$ cat src/sv/mmt_pkg.sv
// ----------------------------------------------------------------------------
// mmt_pkg: shared types and constants of the math markup tokenizer
// Token record, token kinds, character codes and the keyword matcher.
// ----------------------------------------------------------------------------
package mmt_pkg;

   // token kinds
   localparam logic [5:0] KIND_END     = 6'd0;
   localparam logic [5:0] KIND_LPAREN  = 6'd1;
   localparam logic [5:0] KIND_RPAREN  = 6'd2;
   localparam logic [5:0] KIND_LBRACE  = 6'd3;
   localparam logic [5:0] KIND_RBRACE  = 6'd4;
   localparam logic [5:0] KIND_SLASH   = 6'd5;
   localparam logic [5:0] KIND_CARET   = 6'd6;
   localparam logic [5:0] KIND_UNDER   = 6'd7;
   localparam logic [5:0] KIND_CONTENT = 6'd8;
   localparam logic [5:0] KIND_KEY0    = 6'd9;

   // character codes
   localparam logic [7:0] CH_TAB    = 8'h09;
   localparam logic [7:0] CH_LF     = 8'h0A;
   localparam logic [7:0] CH_CR     = 8'h0D;
   localparam logic [7:0] CH_SPACE  = 8'h20;
   localparam logic [7:0] CH_LPAREN = 8'h28;
   localparam logic [7:0] CH_RPAREN = 8'h29;
   localparam logic [7:0] CH_SLASH  = 8'h2F;
   localparam logic [7:0] CH_ZERO   = 8'h30;
   localparam logic [7:0] CH_NINE   = 8'h39;
   localparam logic [7:0] CH_LT     = 8'h3C;
   localparam logic [7:0] CH_GT     = 8'h3E;
   localparam logic [7:0] CH_UP_A   = 8'h41;
   localparam logic [7:0] CH_UP_Z   = 8'h5A;
   localparam logic [7:0] CH_CARET  = 8'h5E;
   localparam logic [7:0] CH_UNDER  = 8'h5F;
   localparam logic [7:0] CH_LO_A   = 8'h61;
   localparam logic [7:0] CH_LO_Z   = 8'h7A;
   localparam logic [7:0] CH_LBRACE = 8'h7B;
   localparam logic [7:0] CH_RBRACE = 8'h7D;

   localparam logic [15:0] FIRST_LINE_RESET = 16'd1;

   // at most three tokens come out of one text word
   localparam int MAX_TOKENS = 3;
   // candidate token slots per word: old word, own token, last word, end
   localparam int CAND_SLOTS = 4;

   // keyword table
   localparam int KW_COUNT = 42;
   localparam int KW_MAX   = 7;

   typedef logic [8*KW_MAX-1:0] kw_text_type;

   // right-justified literals, first character in the highest used byte
   localparam kw_text_type KW_TEXT [KW_COUNT] = '{
      "sin", "cos", "tan", "sec", "csc", "cot", "sinh", "cosh", "tanh",
      "alpha", "beta", "Gamma", "gamma", "Delta", "delta", "epsilon", "zeta",
      "eta", "theta", "iota", "kappa", "Lambda", "lambda", "mu", "nu", "Xi",
      "xi", "Pi", "pi", "rho", "Sigma", "sigma", "tau", "Upsilon", "upsilon",
      "Phi", "phi", "chi", "Psi", "psi", "Omega", "omega"
   };

   localparam logic [2:0] KW_LEN [KW_COUNT] = '{
      3'd3, 3'd3, 3'd3, 3'd3, 3'd3, 3'd3, 3'd4, 3'd4, 3'd4,
      3'd5, 3'd4, 3'd5, 3'd5, 3'd5, 3'd5, 3'd7, 3'd4,
      3'd3, 3'd5, 3'd4, 3'd5, 3'd6, 3'd6, 3'd2, 3'd2, 3'd2,
      3'd2, 3'd2, 3'd2, 3'd3, 3'd5, 3'd5, 3'd3, 3'd7, 3'd7,
      3'd3, 3'd3, 3'd3, 3'd3, 3'd3, 3'd5, 3'd5
   };

   typedef struct packed {
      logic [5:0]  kind;
      logic [15:0] start;
      logic [15:0] length;
      logic [15:0] line;
      logic        last;
   } tok_rec_type;

   // word: byte i at [8*i +: 8]; fits: word length is at most KW_MAX
   function automatic logic [5:0] match_kind(kw_text_type word, logic [2:0] len,
                                             logic fits);
      kw_text_type t;
      logic        hit;
      logic [5:0]  kind;
      kind = KIND_CONTENT;
      for (int k = 0; k < KW_COUNT; k++) begin
         t   = KW_TEXT[k] << (8 * (KW_MAX - int'(KW_LEN[k])));
         hit = fits && (len == KW_LEN[k]);
         for (int i = 0; i < KW_MAX; i++) begin
            if (i < int'(KW_LEN[k]) && word[8*i +: 8] != t[8*(KW_MAX-1-i) +: 8]) begin
               hit = 1'b0;
            end
         end
         if (hit) begin
            kind = 6'(int'(KIND_KEY0) + k);
         end
      end
      return kind;
   endfunction

   // clamp a position value to the 16-bit output fields
   function automatic logic [15:0] sat16(logic [31:0] v);
      return (|v[31:16]) ? 16'hFFFF : v[15:0];
   endfunction

endpackage

$ cat src/sv/math_markup_tokenizer.sv
// ----------------------------------------------------------------------------
// math_markup_tokenizer: streaming tokenizer for a small math markup language
// Takes one text byte per word and gives tokens with kind, offset, length
// and line number; words are matched against trig and Greek keywords.
// ----------------------------------------------------------------------------
//
//  port group | dir | carries
//  -----------+-----+-------------------------------------------------------
//  req_*      | in  | one text byte, tlast on the last byte of a text
//  rsp_*      | out | one token, tlast on the last token caused by a byte
//  csr_*      | in  | first line number, loads the line counter at once
//
// A byte is taken in the cycle it arrives; its tokens (zero to three) are
// put into the token queue at that same edge, and the first shows on rsp_*
// in the next cycle if the queue was empty. Sustained rate is one byte per
// cycle while bytes average one token or fewer and rsp_tready is high, as the
// queue has one output port. req_tready drops only when the queue lacks room
// for three tokens. Reset is synchronous; the line counter comes up as 1.
//
module math_markup_tokenizer #(
   parameter int KEYWORD_BYTES = 7,   // 7..16, stored bytes of a word
   parameter int POSITION_BITS = 16,  // 8..32, byte offset and length counters
   parameter int QUEUE_DEPTH   = 8    // power of two, at least 4
) (
   input  logic        clock,
   input  logic        reset,
   // input byte stream
   input  logic        req_tvalid,
   output logic        req_tready,
   input  logic [7:0]  req_tdata,    // [7:0] text_byte
   input  logic        req_tlast,    // end_of_text
   // token stream
   output logic        rsp_tvalid,
   input  logic        rsp_tready,
   output logic [47:0] rsp_tdata,    // [15:0] token_start, [31:16] token_length,
                                     // [47:32] token_line
   output logic [5:0]  rsp_tuser,    // [5:0] token_kind
   output logic        rsp_tlast,    // last_of_run
   // configuration
   input  logic        csr_wr_en,
   input  logic [15:0] csr_wr_data   // first_line
);

   localparam int PB  = POSITION_BITS;
   localparam int KBW = $clog2(KEYWORD_BYTES);
   localparam logic [PB-1:0] POS_MAX = '1;

   // ---------------- tokenizer state ----------------
   logic          word_open_ff;
   logic [7:0]    word_bytes_ff [KEYWORD_BYTES];   // only written bytes are meaningful
   logic [PB-1:0] word_length_ff;
   logic [PB-1:0] word_start_ff;
   logic [PB-1:0] byte_position_ff;
   logic [15:0]   line_count_ff;

   logic          word_open_in;
   logic [7:0]    word_bytes_in [KEYWORD_BYTES];
   logic [PB-1:0] word_length_in;
   logic [PB-1:0] word_start_in;
   logic [PB-1:0] byte_position_in;
   logic [15:0]   line_count_in;

   // ---------------- byte decode ----------------
   logic       acc;
   logic [7:0] in_byte;
   logic       is_alnum, is_blank, is_lf, is_word_head;
   logic [5:0] single_kind;

   // ---------------- per-byte work ----------------
   logic          cont, flush_old, new_word, own_tok;
   logic          open_mid;
   logic [PB-1:0] length_mid, start_mid, pos_mid;
   logic [15:0]   line_mid;
   mmt_pkg::kw_text_type old_text, mid_text;

   mmt_pkg::tok_rec_type cand [mmt_pkg::CAND_SLOTS];
   logic [mmt_pkg::CAND_SLOTS-1:0] cand_valid;
   logic        queue_room;
   mmt_pkg::tok_rec_type out_token;

   assign acc        = req_tvalid && req_tready;
   assign req_tready = queue_room;
   assign in_byte    = req_tdata;

   always_comb begin
      is_alnum = (in_byte >= mmt_pkg::CH_ZERO && in_byte <= mmt_pkg::CH_NINE) ||
                 (in_byte >= mmt_pkg::CH_UP_A && in_byte <= mmt_pkg::CH_UP_Z) ||
                 (in_byte >= mmt_pkg::CH_LO_A && in_byte <= mmt_pkg::CH_LO_Z);
      is_blank = (in_byte == mmt_pkg::CH_SPACE) || (in_byte == mmt_pkg::CH_CR) ||
                 (in_byte == mmt_pkg::CH_TAB);
      is_lf    = (in_byte == mmt_pkg::CH_LF);
      is_word_head = is_alnum || (in_byte == mmt_pkg::CH_LT) ||
                     (in_byte == mmt_pkg::CH_GT);
      unique case (in_byte)
         mmt_pkg::CH_LPAREN: single_kind = mmt_pkg::KIND_LPAREN;
         mmt_pkg::CH_RPAREN: single_kind = mmt_pkg::KIND_RPAREN;
         mmt_pkg::CH_LBRACE: single_kind = mmt_pkg::KIND_LBRACE;
         mmt_pkg::CH_RBRACE: single_kind = mmt_pkg::KIND_RBRACE;
         mmt_pkg::CH_SLASH:  single_kind = mmt_pkg::KIND_SLASH;
         mmt_pkg::CH_CARET:  single_kind = mmt_pkg::KIND_CARET;
         mmt_pkg::CH_UNDER:  single_kind = mmt_pkg::KIND_UNDER;
         default:            single_kind = mmt_pkg::KIND_CONTENT;
      endcase
   end

   always_comb begin
      // byte continues the open word, or closes it
      cont      = word_open_ff && is_alnum;
      flush_old = word_open_ff && !cont;
      new_word  = !cont && is_word_head;
      own_tok   = !cont && !is_blank && !is_lf && !is_word_head;

      // word and position after this byte, before any end-of-text cleanup
      word_bytes_in = word_bytes_ff;
      length_mid    = word_length_ff;
      start_mid     = word_start_ff;
      if (cont) begin
         if (word_length_ff < PB'(KEYWORD_BYTES)) begin
            word_bytes_in[word_length_ff[KBW-1:0]] = in_byte;
         end
         if (word_length_ff != POS_MAX) begin
            length_mid = word_length_ff + PB'(1);
         end
      end else if (new_word) begin
         word_bytes_in[0] = in_byte;
         length_mid       = PB'(1);
         start_mid        = byte_position_ff;
      end
      open_mid = cont || new_word;
      pos_mid  = (byte_position_ff == POS_MAX) ? byte_position_ff
                                               : byte_position_ff + PB'(1);
      line_mid = line_count_ff + 16'(!cont && is_lf);

      for (int i = 0; i < mmt_pkg::KW_MAX; i++) begin
         old_text[8*i +: 8] = word_bytes_ff[i];
         mid_text[8*i +: 8] = word_bytes_in[i];
      end

      // candidate tokens in output order
      cand_valid[0]  = flush_old;
      cand[0].kind   = mmt_pkg::match_kind(old_text, word_length_ff[2:0],
                          word_length_ff <= PB'(mmt_pkg::KW_MAX));
      cand[0].start  = mmt_pkg::sat16(32'(word_start_ff));
      cand[0].length = mmt_pkg::sat16(32'(word_length_ff));
      cand[0].line   = line_count_ff;
      cand[0].last   = 1'b0;

      cand_valid[1]  = own_tok;
      cand[1].kind   = single_kind;
      cand[1].start  = mmt_pkg::sat16(32'(byte_position_ff));
      cand[1].length = 16'd1;
      cand[1].line   = line_count_ff;
      cand[1].last   = 1'b0;

      // end of text closes a word still open after this byte
      cand_valid[2]  = req_tlast && open_mid;
      cand[2].kind   = mmt_pkg::match_kind(mid_text, length_mid[2:0],
                          length_mid <= PB'(mmt_pkg::KW_MAX));
      cand[2].start  = mmt_pkg::sat16(32'(start_mid));
      cand[2].length = mmt_pkg::sat16(32'(length_mid));
      cand[2].line   = line_mid;
      cand[2].last   = 1'b0;

      // end token: start is the text length
      cand_valid[3]  = req_tlast;
      cand[3].kind   = mmt_pkg::KIND_END;
      cand[3].start  = mmt_pkg::sat16(32'(pos_mid));
      cand[3].length = 16'd0;
      cand[3].line   = line_mid;
      cand[3].last   = 1'b0;

      // a new text starts from offset zero with no word open
      if (req_tlast) begin
         word_open_in     = 1'b0;
         word_length_in   = '0;
         word_start_in    = '0;
         byte_position_in = '0;
      end else begin
         word_open_in     = open_mid;
         word_length_in   = length_mid;
         word_start_in    = start_mid;
         byte_position_in = pos_mid;
      end

      // a configuration write reloads the line counter
      if (csr_wr_en) begin
         line_count_in = csr_wr_data;
      end else if (acc) begin
         line_count_in = line_mid;
      end else begin
         line_count_in = line_count_ff;
      end
   end

   always_ff @(posedge clock) begin
      if (reset) begin
         word_open_ff     <= 1'b0;
         word_length_ff   <= '0;
         word_start_ff    <= '0;
         byte_position_ff <= '0;
         line_count_ff    <= mmt_pkg::FIRST_LINE_RESET;
      end else begin
         if (acc) begin
            word_open_ff     <= word_open_in;
            word_length_ff   <= word_length_in;
            word_start_ff    <= word_start_in;
            byte_position_ff <= byte_position_in;
         end
         line_count_ff <= line_count_in;
      end
   end

   always_ff @(posedge clock) begin
      if (acc) begin
         word_bytes_ff <= word_bytes_in;
      end
   end

   // ---------------- token queue ----------------
   mmt_token_queue #(
      .DEPTH (QUEUE_DEPTH)
   ) u_queue (
      .clock      (clock),
      .reset      (reset),
      .push_valid (cand_valid & {mmt_pkg::CAND_SLOTS{acc}}),
      .push_data  (cand),
      .push_room  (queue_room),
      .out_valid  (rsp_tvalid),
      .out_ready  (rsp_tready),
      .out_token  (out_token)
   );

   assign rsp_tdata = {out_token.line, out_token.length, out_token.start};
   assign rsp_tuser = out_token.kind;
   assign rsp_tlast = out_token.last;

   // ---------------- assertions ----------------
   // the end token is queued at the edge that takes the last byte
   a_end_queued: assert property (@(posedge clock) disable iff (reset)
      req_tvalid && req_tready && req_tlast |=> rsp_tvalid)
      else $error("end of text gave no token");

   // a text end leaves the tokenizer at offset zero with no word open
   a_text_restart: assert property (@(posedge clock) disable iff (reset)
      req_tvalid && req_tready && req_tlast |=>
         (byte_position_ff == '0) && !word_open_ff && (word_length_ff == '0))
      else $error("text end did not restart position");

   // an open word always holds at least one byte
   a_word_nonempty: assert property (@(posedge clock) disable iff (reset)
      word_open_ff |-> (word_length_ff != '0))
      else $error("open word with zero length");

endmodule

$ cat src/sv/mmt_token_queue.sv
// ----------------------------------------------------------------------------
// mmt_token_queue: token queue with multi-word push
// Packs up to four candidate tokens in order, marks the last one, and hands
// them out one per cycle if out_ready is high. DEPTH must be a power of two.
// ----------------------------------------------------------------------------
module mmt_token_queue #(
   parameter int DEPTH = 8
) (
   input  logic                clock,
   input  logic                reset,
   input  logic [mmt_pkg::CAND_SLOTS-1:0] push_valid,
   input  mmt_pkg::tok_rec_type push_data [mmt_pkg::CAND_SLOTS],
   output logic                push_room,
   output logic                out_valid,
   input  logic                out_ready,
   output mmt_pkg::tok_rec_type out_token
);

   localparam int AW = $clog2(DEPTH);
   localparam int CW = $clog2(DEPTH + 1);

   mmt_pkg::tok_rec_type mem_ff [DEPTH];
   logic [AW-1:0] wr_ptr_ff, rd_ptr_ff;
   logic [CW-1:0] count_ff;

   logic [1:0] slot [mmt_pkg::CAND_SLOTS];
   logic [mmt_pkg::CAND_SLOTS-1:0] is_last;
   mmt_pkg::tok_rec_type push_marked [mmt_pkg::CAND_SLOTS];
   logic [2:0] push_count;
   logic       pop;

   always_comb begin
      push_count = 3'd0;
      for (int c = 0; c < mmt_pkg::CAND_SLOTS; c++) begin
         slot[c]    = push_count[1:0];
         push_count = push_count + 3'(push_valid[c]);
      end
      for (int c = 0; c < mmt_pkg::CAND_SLOTS; c++) begin
         is_last[c] = push_valid[c];
         for (int d = c + 1; d < mmt_pkg::CAND_SLOTS; d++) begin
            if (push_valid[d]) begin
               is_last[c] = 1'b0;
            end
         end
         push_marked[c]      = push_data[c];
         push_marked[c].last = is_last[c];
      end
   end

   assign pop       = out_valid && out_ready;
   assign out_valid = (count_ff != '0);
   assign out_token = mem_ff[rd_ptr_ff];
   // room for a full burst of one text word
   assign push_room = (int'(count_ff) <= DEPTH - mmt_pkg::MAX_TOKENS);

   always_ff @(posedge clock) begin
      for (int c = 0; c < mmt_pkg::CAND_SLOTS; c++) begin
         if (push_valid[c]) begin
            mem_ff[wr_ptr_ff + AW'(slot[c])] <= push_marked[c];
         end
      end
   end

   always_ff @(posedge clock) begin
      if (reset) begin
         wr_ptr_ff <= '0;
         rd_ptr_ff <= '0;
         count_ff  <= '0;
      end else begin
         wr_ptr_ff <= wr_ptr_ff + AW'(push_count);
         rd_ptr_ff <= rd_ptr_ff + AW'(pop);
         count_ff  <= count_ff + CW'(push_count) - CW'(pop);
      end
   end

endmodule
$ cat config.mk
export PLATFORM = sky130hd
export DESIGN_NAME = math_markup_tokenizer
export DESIGN_NICKNAME = d
export VERILOG_FILES = /design/src/sv/mmt_pkg.sv /design/src/sv/math_markup_tokenizer.sv /design/src/sv/mmt_token_queue.sv
export SDC_FILE = /design/constraint.sdc
export NUM_CORES = 2
export LEC_CHECK = 0
export ABC_AREA = 1
export BUFFER_PORTS_ARGS = -buffer_cell sky130_fd_sc_hd__buf_2
export CORE_ASPECT_RATIO = 1.25
export CORE_MARGIN = 5
export CORE_UTILIZATION = 38
export CTS_CLUSTER_DIAMETER = 80
export DETAILED_ROUTE_END_ITERATION = 7
export PLACE_DENSITY = 0.59
export SLEW_MARGIN = 10
export SYNTH_ARGS = -nofsm -noshare
export SYNTH_HDL_FRONTEND = slang
export SYNTH_SLANG_ARGS = --single-unit
$ cat constraint.sdc
create_clock -name clock -period 6.2 [get_ports clock]
set_input_delay 0.31 -clock clock [delete_from_list [all_inputs] [get_ports clock]]
set_output_delay 0.31 -clock clock [all_outputs]
set_load 0.01 [all_outputs]
# Word-level counts from Yosys, hierarchy flattened
# Memories as Yosys holds them, arrays and structs flattened. A register that Yosys moved wholly into a read port is not among the register bits.
# Index checks and enable logic that the tools add are counted.
# Widths: inputs -> output; s select.
word_totals:
  ram_bits: 440
  out_inout_bits: 57
  memories: 1
  reg_bits: 131
  word_cells: 676
  in_bits: 30
memory_table:
  columns: ["memory", "depth", "width", "rd", "rd_clocked_by_memory_dff", "wr", "line_no", "source"]
  rows:
  - ["u_queue.mem_ff", 8, 55, 1, 1, 3, "mmt_token_queue.sv:22", "mmt_pkg::tok_rec_type mem_ff [DEPTH];"]
classes:
  mux: 436
  reduce_logical: 40
  n_eq_ne: 157
  add_sub_neg: 13
  bitwise_logic: 2
  order_cmp: 12
ops:
  columns: ["operator", "n"]
  rows:
  - ["$ne 8x7->1 const B", 130]
  - ["$mux 1", 332]
  - ["$mux 6", 40]
  - ["$mux 16", 11]
  - ["$mux 5", 30]
  - ["$bwmux 56", 1]
  - ["$mux 56", 1]
  - ["$mux 55", 1]
  - ["$reduce_or 55->1", 1]
  - ["$eq 8x6->1 const B", 6]
  - ["$mux 48", 1]
  - ["$add 16x1->16 const B", 2]
  - ["$eq 8x7->1 const B", 4]
  - ["$le 16x3->1 const B", 2]
  - ["$mux 3", 10]
  - ["$pmux 4 s7", 1]
  - ["$logic_and 1x1->1", 26]
  - ["$demux 8 s3", 1]
  - ["$eq 3x3->1 const B", 8]
  - ["$eq 8x4->1 const B", 3]
  - ["$mux 8", 3]
  - ["$add 16x1->16", 1]
  - ["$eq 16x16->1 const B", 1]
  - ["$ge 8x7->1 const B", 2]
  - ["22 further kinds", 42]

# Depth between registers and ports, before layout
logic_depth:
  depth_word: 57
  ltp_mapped: 33

# Hierarchy
# A second synthesis with hierarchy kept.
hier_totals:
  hier_cells: 7844
  hier_area_um2: 48437.7
by_module_without_submodules:
  columns: ["mod", "cells_each", "n_inst", "area_per_inst_um2"]
  rows:
  - ["mmt_token_queue", 6112, 1, 38029.0]
  - ["math_markup_tokenizer", 1732, 1, 10408.7]

# Worst setup path after synthesis
# No wires, ideal clock.
synth_path:
  kind: "reg-to-reg"
  startpoint: "register u_queue.count_ff[2]"
  endpoint: "memory u_queue.mem_ff[6][0] (netlist bit) (enable)"
  path_slack_ps: 999
  required_ps: 5790
  path_stages_with_launch: 18
  n_path_buf: 3
  setup_time_ps: 410
  period_less_slack_ps: 5201
  t_arrival_ps: 4790
  path_cell_list: "dfxtp_1 > a21oi_1 > nand2_1 > nor2_1 > inv_1 > nor2_1 > clkbuf_1 > buf_2 > fa_1 > ha_1 > inv_1 > fa_1 > inv_1 > nand2_1 > nor2_1 > nor2_1 > inv_1 > buf_1"
synth_rtl:
  columns: ["element", "line_no", "source"]
  rows:
  - ["start: declaration", "mmt_token_queue.sv:24", "logic [CW-1:0] count_ff;"]
  - ["start signal: assignment", "mmt_token_queue.sv:72", "count_ff <= count_ff + CW'(push_count) - CW'(pop);"]
  - ["end: declaration", "mmt_token_queue.sv:22", null]

==> metrics.md <==
| Metric | Value |
|---|---|
| Status | completed |
| Num rows | about 130 |
| Final setup vio count | 0 |
| Vias in the first global route | between 30k and 40k |
| Top FF cell, synth | edfxtp_1 |
| Post-Route Skew | between 0.015 and 0.02 ns |
| Setup TNS | 0 ns |
| Synth Area in Compound Gates | 0.2275 |
| Pins Over Slew Limit | 0 |
| Final net count | roughly 5.3k |
| Critical path's top delay family | simple AND/OR/NAND/NOR gates |
| Multi-input gate area | between 15,000 and 20,000 µm² |
| CP Cell Sequence | nor2_1, nand2_1, nor2_2, nand2_2, inv_2, nand4_1, inv_2, nor2_1, a21oi_2, nand4_1, nor4_1, nor4b_2, nand2_1, inv_2, nand2_1, a21oi_2, nor2_1, nand4_1, nand2_1, o21ai_1, a22o_1 |
| Flop-to-flop setup slack | approximately 0.85 ns |
| P_leak | between 0.015 and 0.02 µW |
| Sequential share of the synthesized area | 0.3969 |
| CP Data Required Time | 6.78 ns |
| GRT Total Usage | 0.2948 |
| First-pass GRT wire length | 233,700 µm |
| Post-layout util | 0.4237 |
| Max incr delay on CP | 0.53 ns |
| CTS Root Cell | clkbuf_16 |
| Max Fclk | approximately 190 MHz |
| Clock tree from TritonCTS | built |
| Synthesized area per cell | around 7.0 µm² |
| Max Root-Sink Buffers | 3 |
| Final Hold Fails | 0 |
| Critical R2R Launch | word_length_ff[7]$_SDFFE_PP0P_ |
| Seq pwr share | 0.364 |
| Max Cap Viol | 0 |
| P_int | a little over 8000 µW |
| Critical R2R Capture | u_queue.mem_ff[0][54]$_SDFFE_PP0P_ |
| Hold Path Sink | line_count_ff[10]$_SDFFE_PP0P_ |
| Initial DRT Pass Iterations | 6 |
| TritonCTS buffer count | 66 |
| Post-synthesis register bit count | 571 |
| Post-synthesis mux area share | 0.0002715 |
| Register area | around 15,000 µm² |
| Die Y-Extent | 358.2 µm |
| Logic gate share of total power | 0.350 |
| Buffers on Ports | between 80 and 90 |
| Period minus WS final | between 5 and 6 ns |
| Total gr overflow | 0 |
| Critical path data arrival time | roughly 6 ns |
| Min-Delay Startpoint | csr_wr_data[10] |
| Adder-Cell Fraction of Synth Area | 0.01140 |
| Switch share | 0.4012 |
| Post-synth EDFFs | 320 |
| Largest net degree at the start of global routing | between 100 and 150 |
| Net switching power | between 5000 and 6000 µW |
| Hold Path Stages | 3 |
| Worst setup path category | flip-flop to flip-flop |
| Drt via density | 5.946 |
| Gate Count Post-Synth | between 5k and 6k |
| Fraction of layout instances using a drive strength above 1 | 0.08321 |
| Asr flop ratio synth | 0 |
| IO Pins | between 80 and 90 |
| WL/cell | 24.27 µm |
| Worst IR Drop VDD | between 200 and 300 µV |
| Core ar. | approximately 96,000 µm² |
| Largest family of logic cells by synthesized area | simple AND/OR/NAND/NOR gates |
| Final ANT Viol Nets | 0 |
| Yosys warnings | 0 |
| Hold Crit Class | primary input to flip-flop |
| Die W | 288.6 µm |
| RSZ-0062 raised after global routing | no |
| Initial antenna violation count | 3 |
| Clock power frac | 0.286 |
| Worst-Margin Slew | about 1.3 ns |
| CP dominant cell by count | nand2_1 |
| CP startpoint kind | flip-flop |
| Syn_nets | 5,339 |
| Layout filler cell count | around 9.9k |
| Die area | ~100,000 µm² |
| Placer congestion estimate | about 1 |
| P&R area growth vs syn | 10.49% |
| Num Clock Sinks | 571 |
| Synth Cell Area | around 37,000 µm² |
| Clock Pin Slew Worst Setup and Hold Paths | 0.07 ns |
| Simple-Gate Fraction of Synth Area | 0.2642 |
| Crit share post-route | 0.8628 |
| Hpwl dp | about 100,000 µm |
| Max-slew headroom at the worst pin | 0.1213 |
| R2R cell count | 21 |
| Worst-path maximum fanout | 30 |
| Initial DRC Count | approximately 4.6k |
| Clock Latency Late Sink | roughly 0.63 ns |
| # DRC | 0 |
| Final wirelength | between 150,000 and 200,000 µm |
| Cell area power density | approximately 340 nW/µm² |
| Xor/xnor cell area share of the yosys netlist | 0.008315 |
| H-tree levels | 3 |
| CP max stage cell | nand4_1 |
| Initial core utilization | 0.3835 |
| CP bufs+invs | 3 |
| Via count | 38.84k |
| Post-synth cell types | 74 |
| Crit. End Element | flip-flop |
| Setup Buffers After CTS | 0 |
==> worst register-to-register path: stages (launching register included) <==
cell	delay, ns
dfxtp_1	0.50
nor2_1	0.18
nand2_1	0.15
nor2_2	0.47
nand2_2	0.31
inv_2	0.48
nand4_1	0.54
inv_2	0.27
nor2_1	0.07
a21oi_2	0.19
nand4_1	0.12
nor4_1	0.21
nor4b_2	0.45
nand2_1	0.12
inv_2	0.08
nand2_1	0.10
a21oi_2	0.16
nor2_1	0.06
nand4_1	0.13
nand2_1	0.16
o21ai_1	0.37
a22o_1	0.18
==> state kept, by name, indices dropped and copies added (netlist names), 3 cells and up <==
| register | count |
|---|---|
| u_queue.mem_ff | 440 |
| old_text | 56 |
| byte_position_ff | 16 |
| line_count_ff | 16 |
| word_length_ff | 16 |
| word_start_ff | 16 |
| u_queue.count_ff | 4 |
| u_queue.rd_ptr_ff | 3 |
| u_queue.wr_ptr_ff | 3 |
==> kinds of logic after synthesis <==
logic type               after synthesis
AO/OA/AOI/OAI                       1475
XOR/XNOR                              35
adder cells (fa/ha/maj)               30
buffers and inverters                867
flip-flops                           571
multiplexers                           1
AND/OR/NAND/NOR                     2300
==> routing by layer <==
| layer | up-vias | GRT usage | part of all wire |
|---|---|---|---|
| li1 | 17910 | - | - |
| met1 | 18250 | 0.3590 | 0.37 |
| met2 | 2137 | 0.5006 | 0.47 |
| met3 | 538 | 0.04147 | 0.087 |
| met4 | 0 | 0.1676 | 0.066 |
| met5 | - | 0 | 0 |
==> layout make-up <==
type	count	area share
flip-flops and latches	571	0.3595
inverters	512	0.04746
repair buffers	198	0.03446
well taps	1290	0.03963
diodes	2	0.0001229
clock buffers	86	0.04488
multi-input cells	3841	0.4667
clock inverters	32	0.007249
==> cells in the mapped netlist (all sizes together) (10+ instances only) <==
cell type	count	area (µm²)
clkinv	12	45.04
nor3	100	548.0
a22oi	74	555.5
a21oi	202	1030
inv	500	1877
clkbuf	295	1107
nand4	86	553.0
nand3	191	1016
ha	24	300.3
buf	60	339.1
o22ai	138	863.3
o211ai	84	630.6
nor2	693	2695
dfxtp	251	5025
nor4	68	446.7
a31oi	111	694.4
nand2	1141	4335
edfxtp	320	9609
o21ai	795	3990
o2111ai	13	113.9
xor2	33	289.0
or2	10	62.56
==> worst max-delay path by stage <==
stage                                              start                            endpoint  slack, ns  depth (start not counted)
after floorplan           u_queue.count_ff[2]$_SDFF_PP0_      u_queue.mem_ff[6][0]$_DFFE_PP_        1.0                         17
after detailed placement  word_length_ff[7]$_SDFFE_PP0P_  u_queue.mem_ff[0][54]$_SDFFE_PP0P_       0.87                         21
after global placement    word_length_ff[7]$_SDFFE_PP0P_  u_queue.mem_ff[0][54]$_SDFFE_PP0P_       0.95                         21
final                     word_length_ff[7]$_SDFFE_PP0P_  u_queue.mem_ff[0][54]$_SDFFE_PP0P_       0.85                         21
after global routing      word_length_ff[7]$_SDFFE_PP0P_  u_queue.mem_ff[0][54]$_SDFFE_PP0P_       0.43                         21
after CTS                 word_length_ff[7]$_SDFFE_PP0P_  u_queue.mem_ff[0][54]$_SDFFE_PP0P_       0.88                         21
==> cells in the final DEF (no fill, tap or decap), types with 21 or more instances in the layout <==
cell	netlist	final
nor4_1	66	66
nand4_1	85	85
o21ai_1	59	59
xor2_1	33	33
a31oi_1	111	111
nor2_1	669	651
buf_2	19	85
clkinv_1	12	24
o21ai_0	733	733
o211ai_1	84	84
nand3_1	179	179
a21oi_1	197	197
ha_1	24	24
buf_4	6	93
o22ai_1	138	138
clkbuf_16	0	67
nand2_1	1124	1123
inv_2	38	47
inv_1	462	452
edfxtp_1	320	320
dfxtp_1	251	249
a22oi_1	74	74
nor2_4	4	21
nor3_1	93	90
==> power groups by stage <==
stage / Clock [µW] / Combinational [µW] / Sequential (µW)
2_1_floorplan: 0 / 2980 / 4950
4_1_cts: 3990 / 4780 / 5040
6_report: 3970 / 4850 / 5060
3_3_place_gp: 0 / 4730 / 5120
5_1_grt: 4150 / 5260 / 5100
3_5_place_dp: 0 / 4760 / 5120
==> metrics by stage <==
step                      area, µm²  cells  hold slack, ns  setup WS [ns]  total power [µW]
after floorplan               36870   5279          0.4206         0.9993              7934
after global placement        38480   6400          0.4325         0.9538              9843
after detailed placement      38480   6400          0.4365         0.8729              9887
after CTS                     40730   6530         0.01402         0.8794             13820
after global routing          40730   6530         0.01833         0.4303             14510
final                         40730   6532         0.03008         0.8506             13870
==> repair_timing <==
action	CTS	global route
endpoints found under the hold margin	11	0
gates resized for setup	0	0
hold buffers	12	0
No activity file was read; power rests on OpenSTA's default activity.
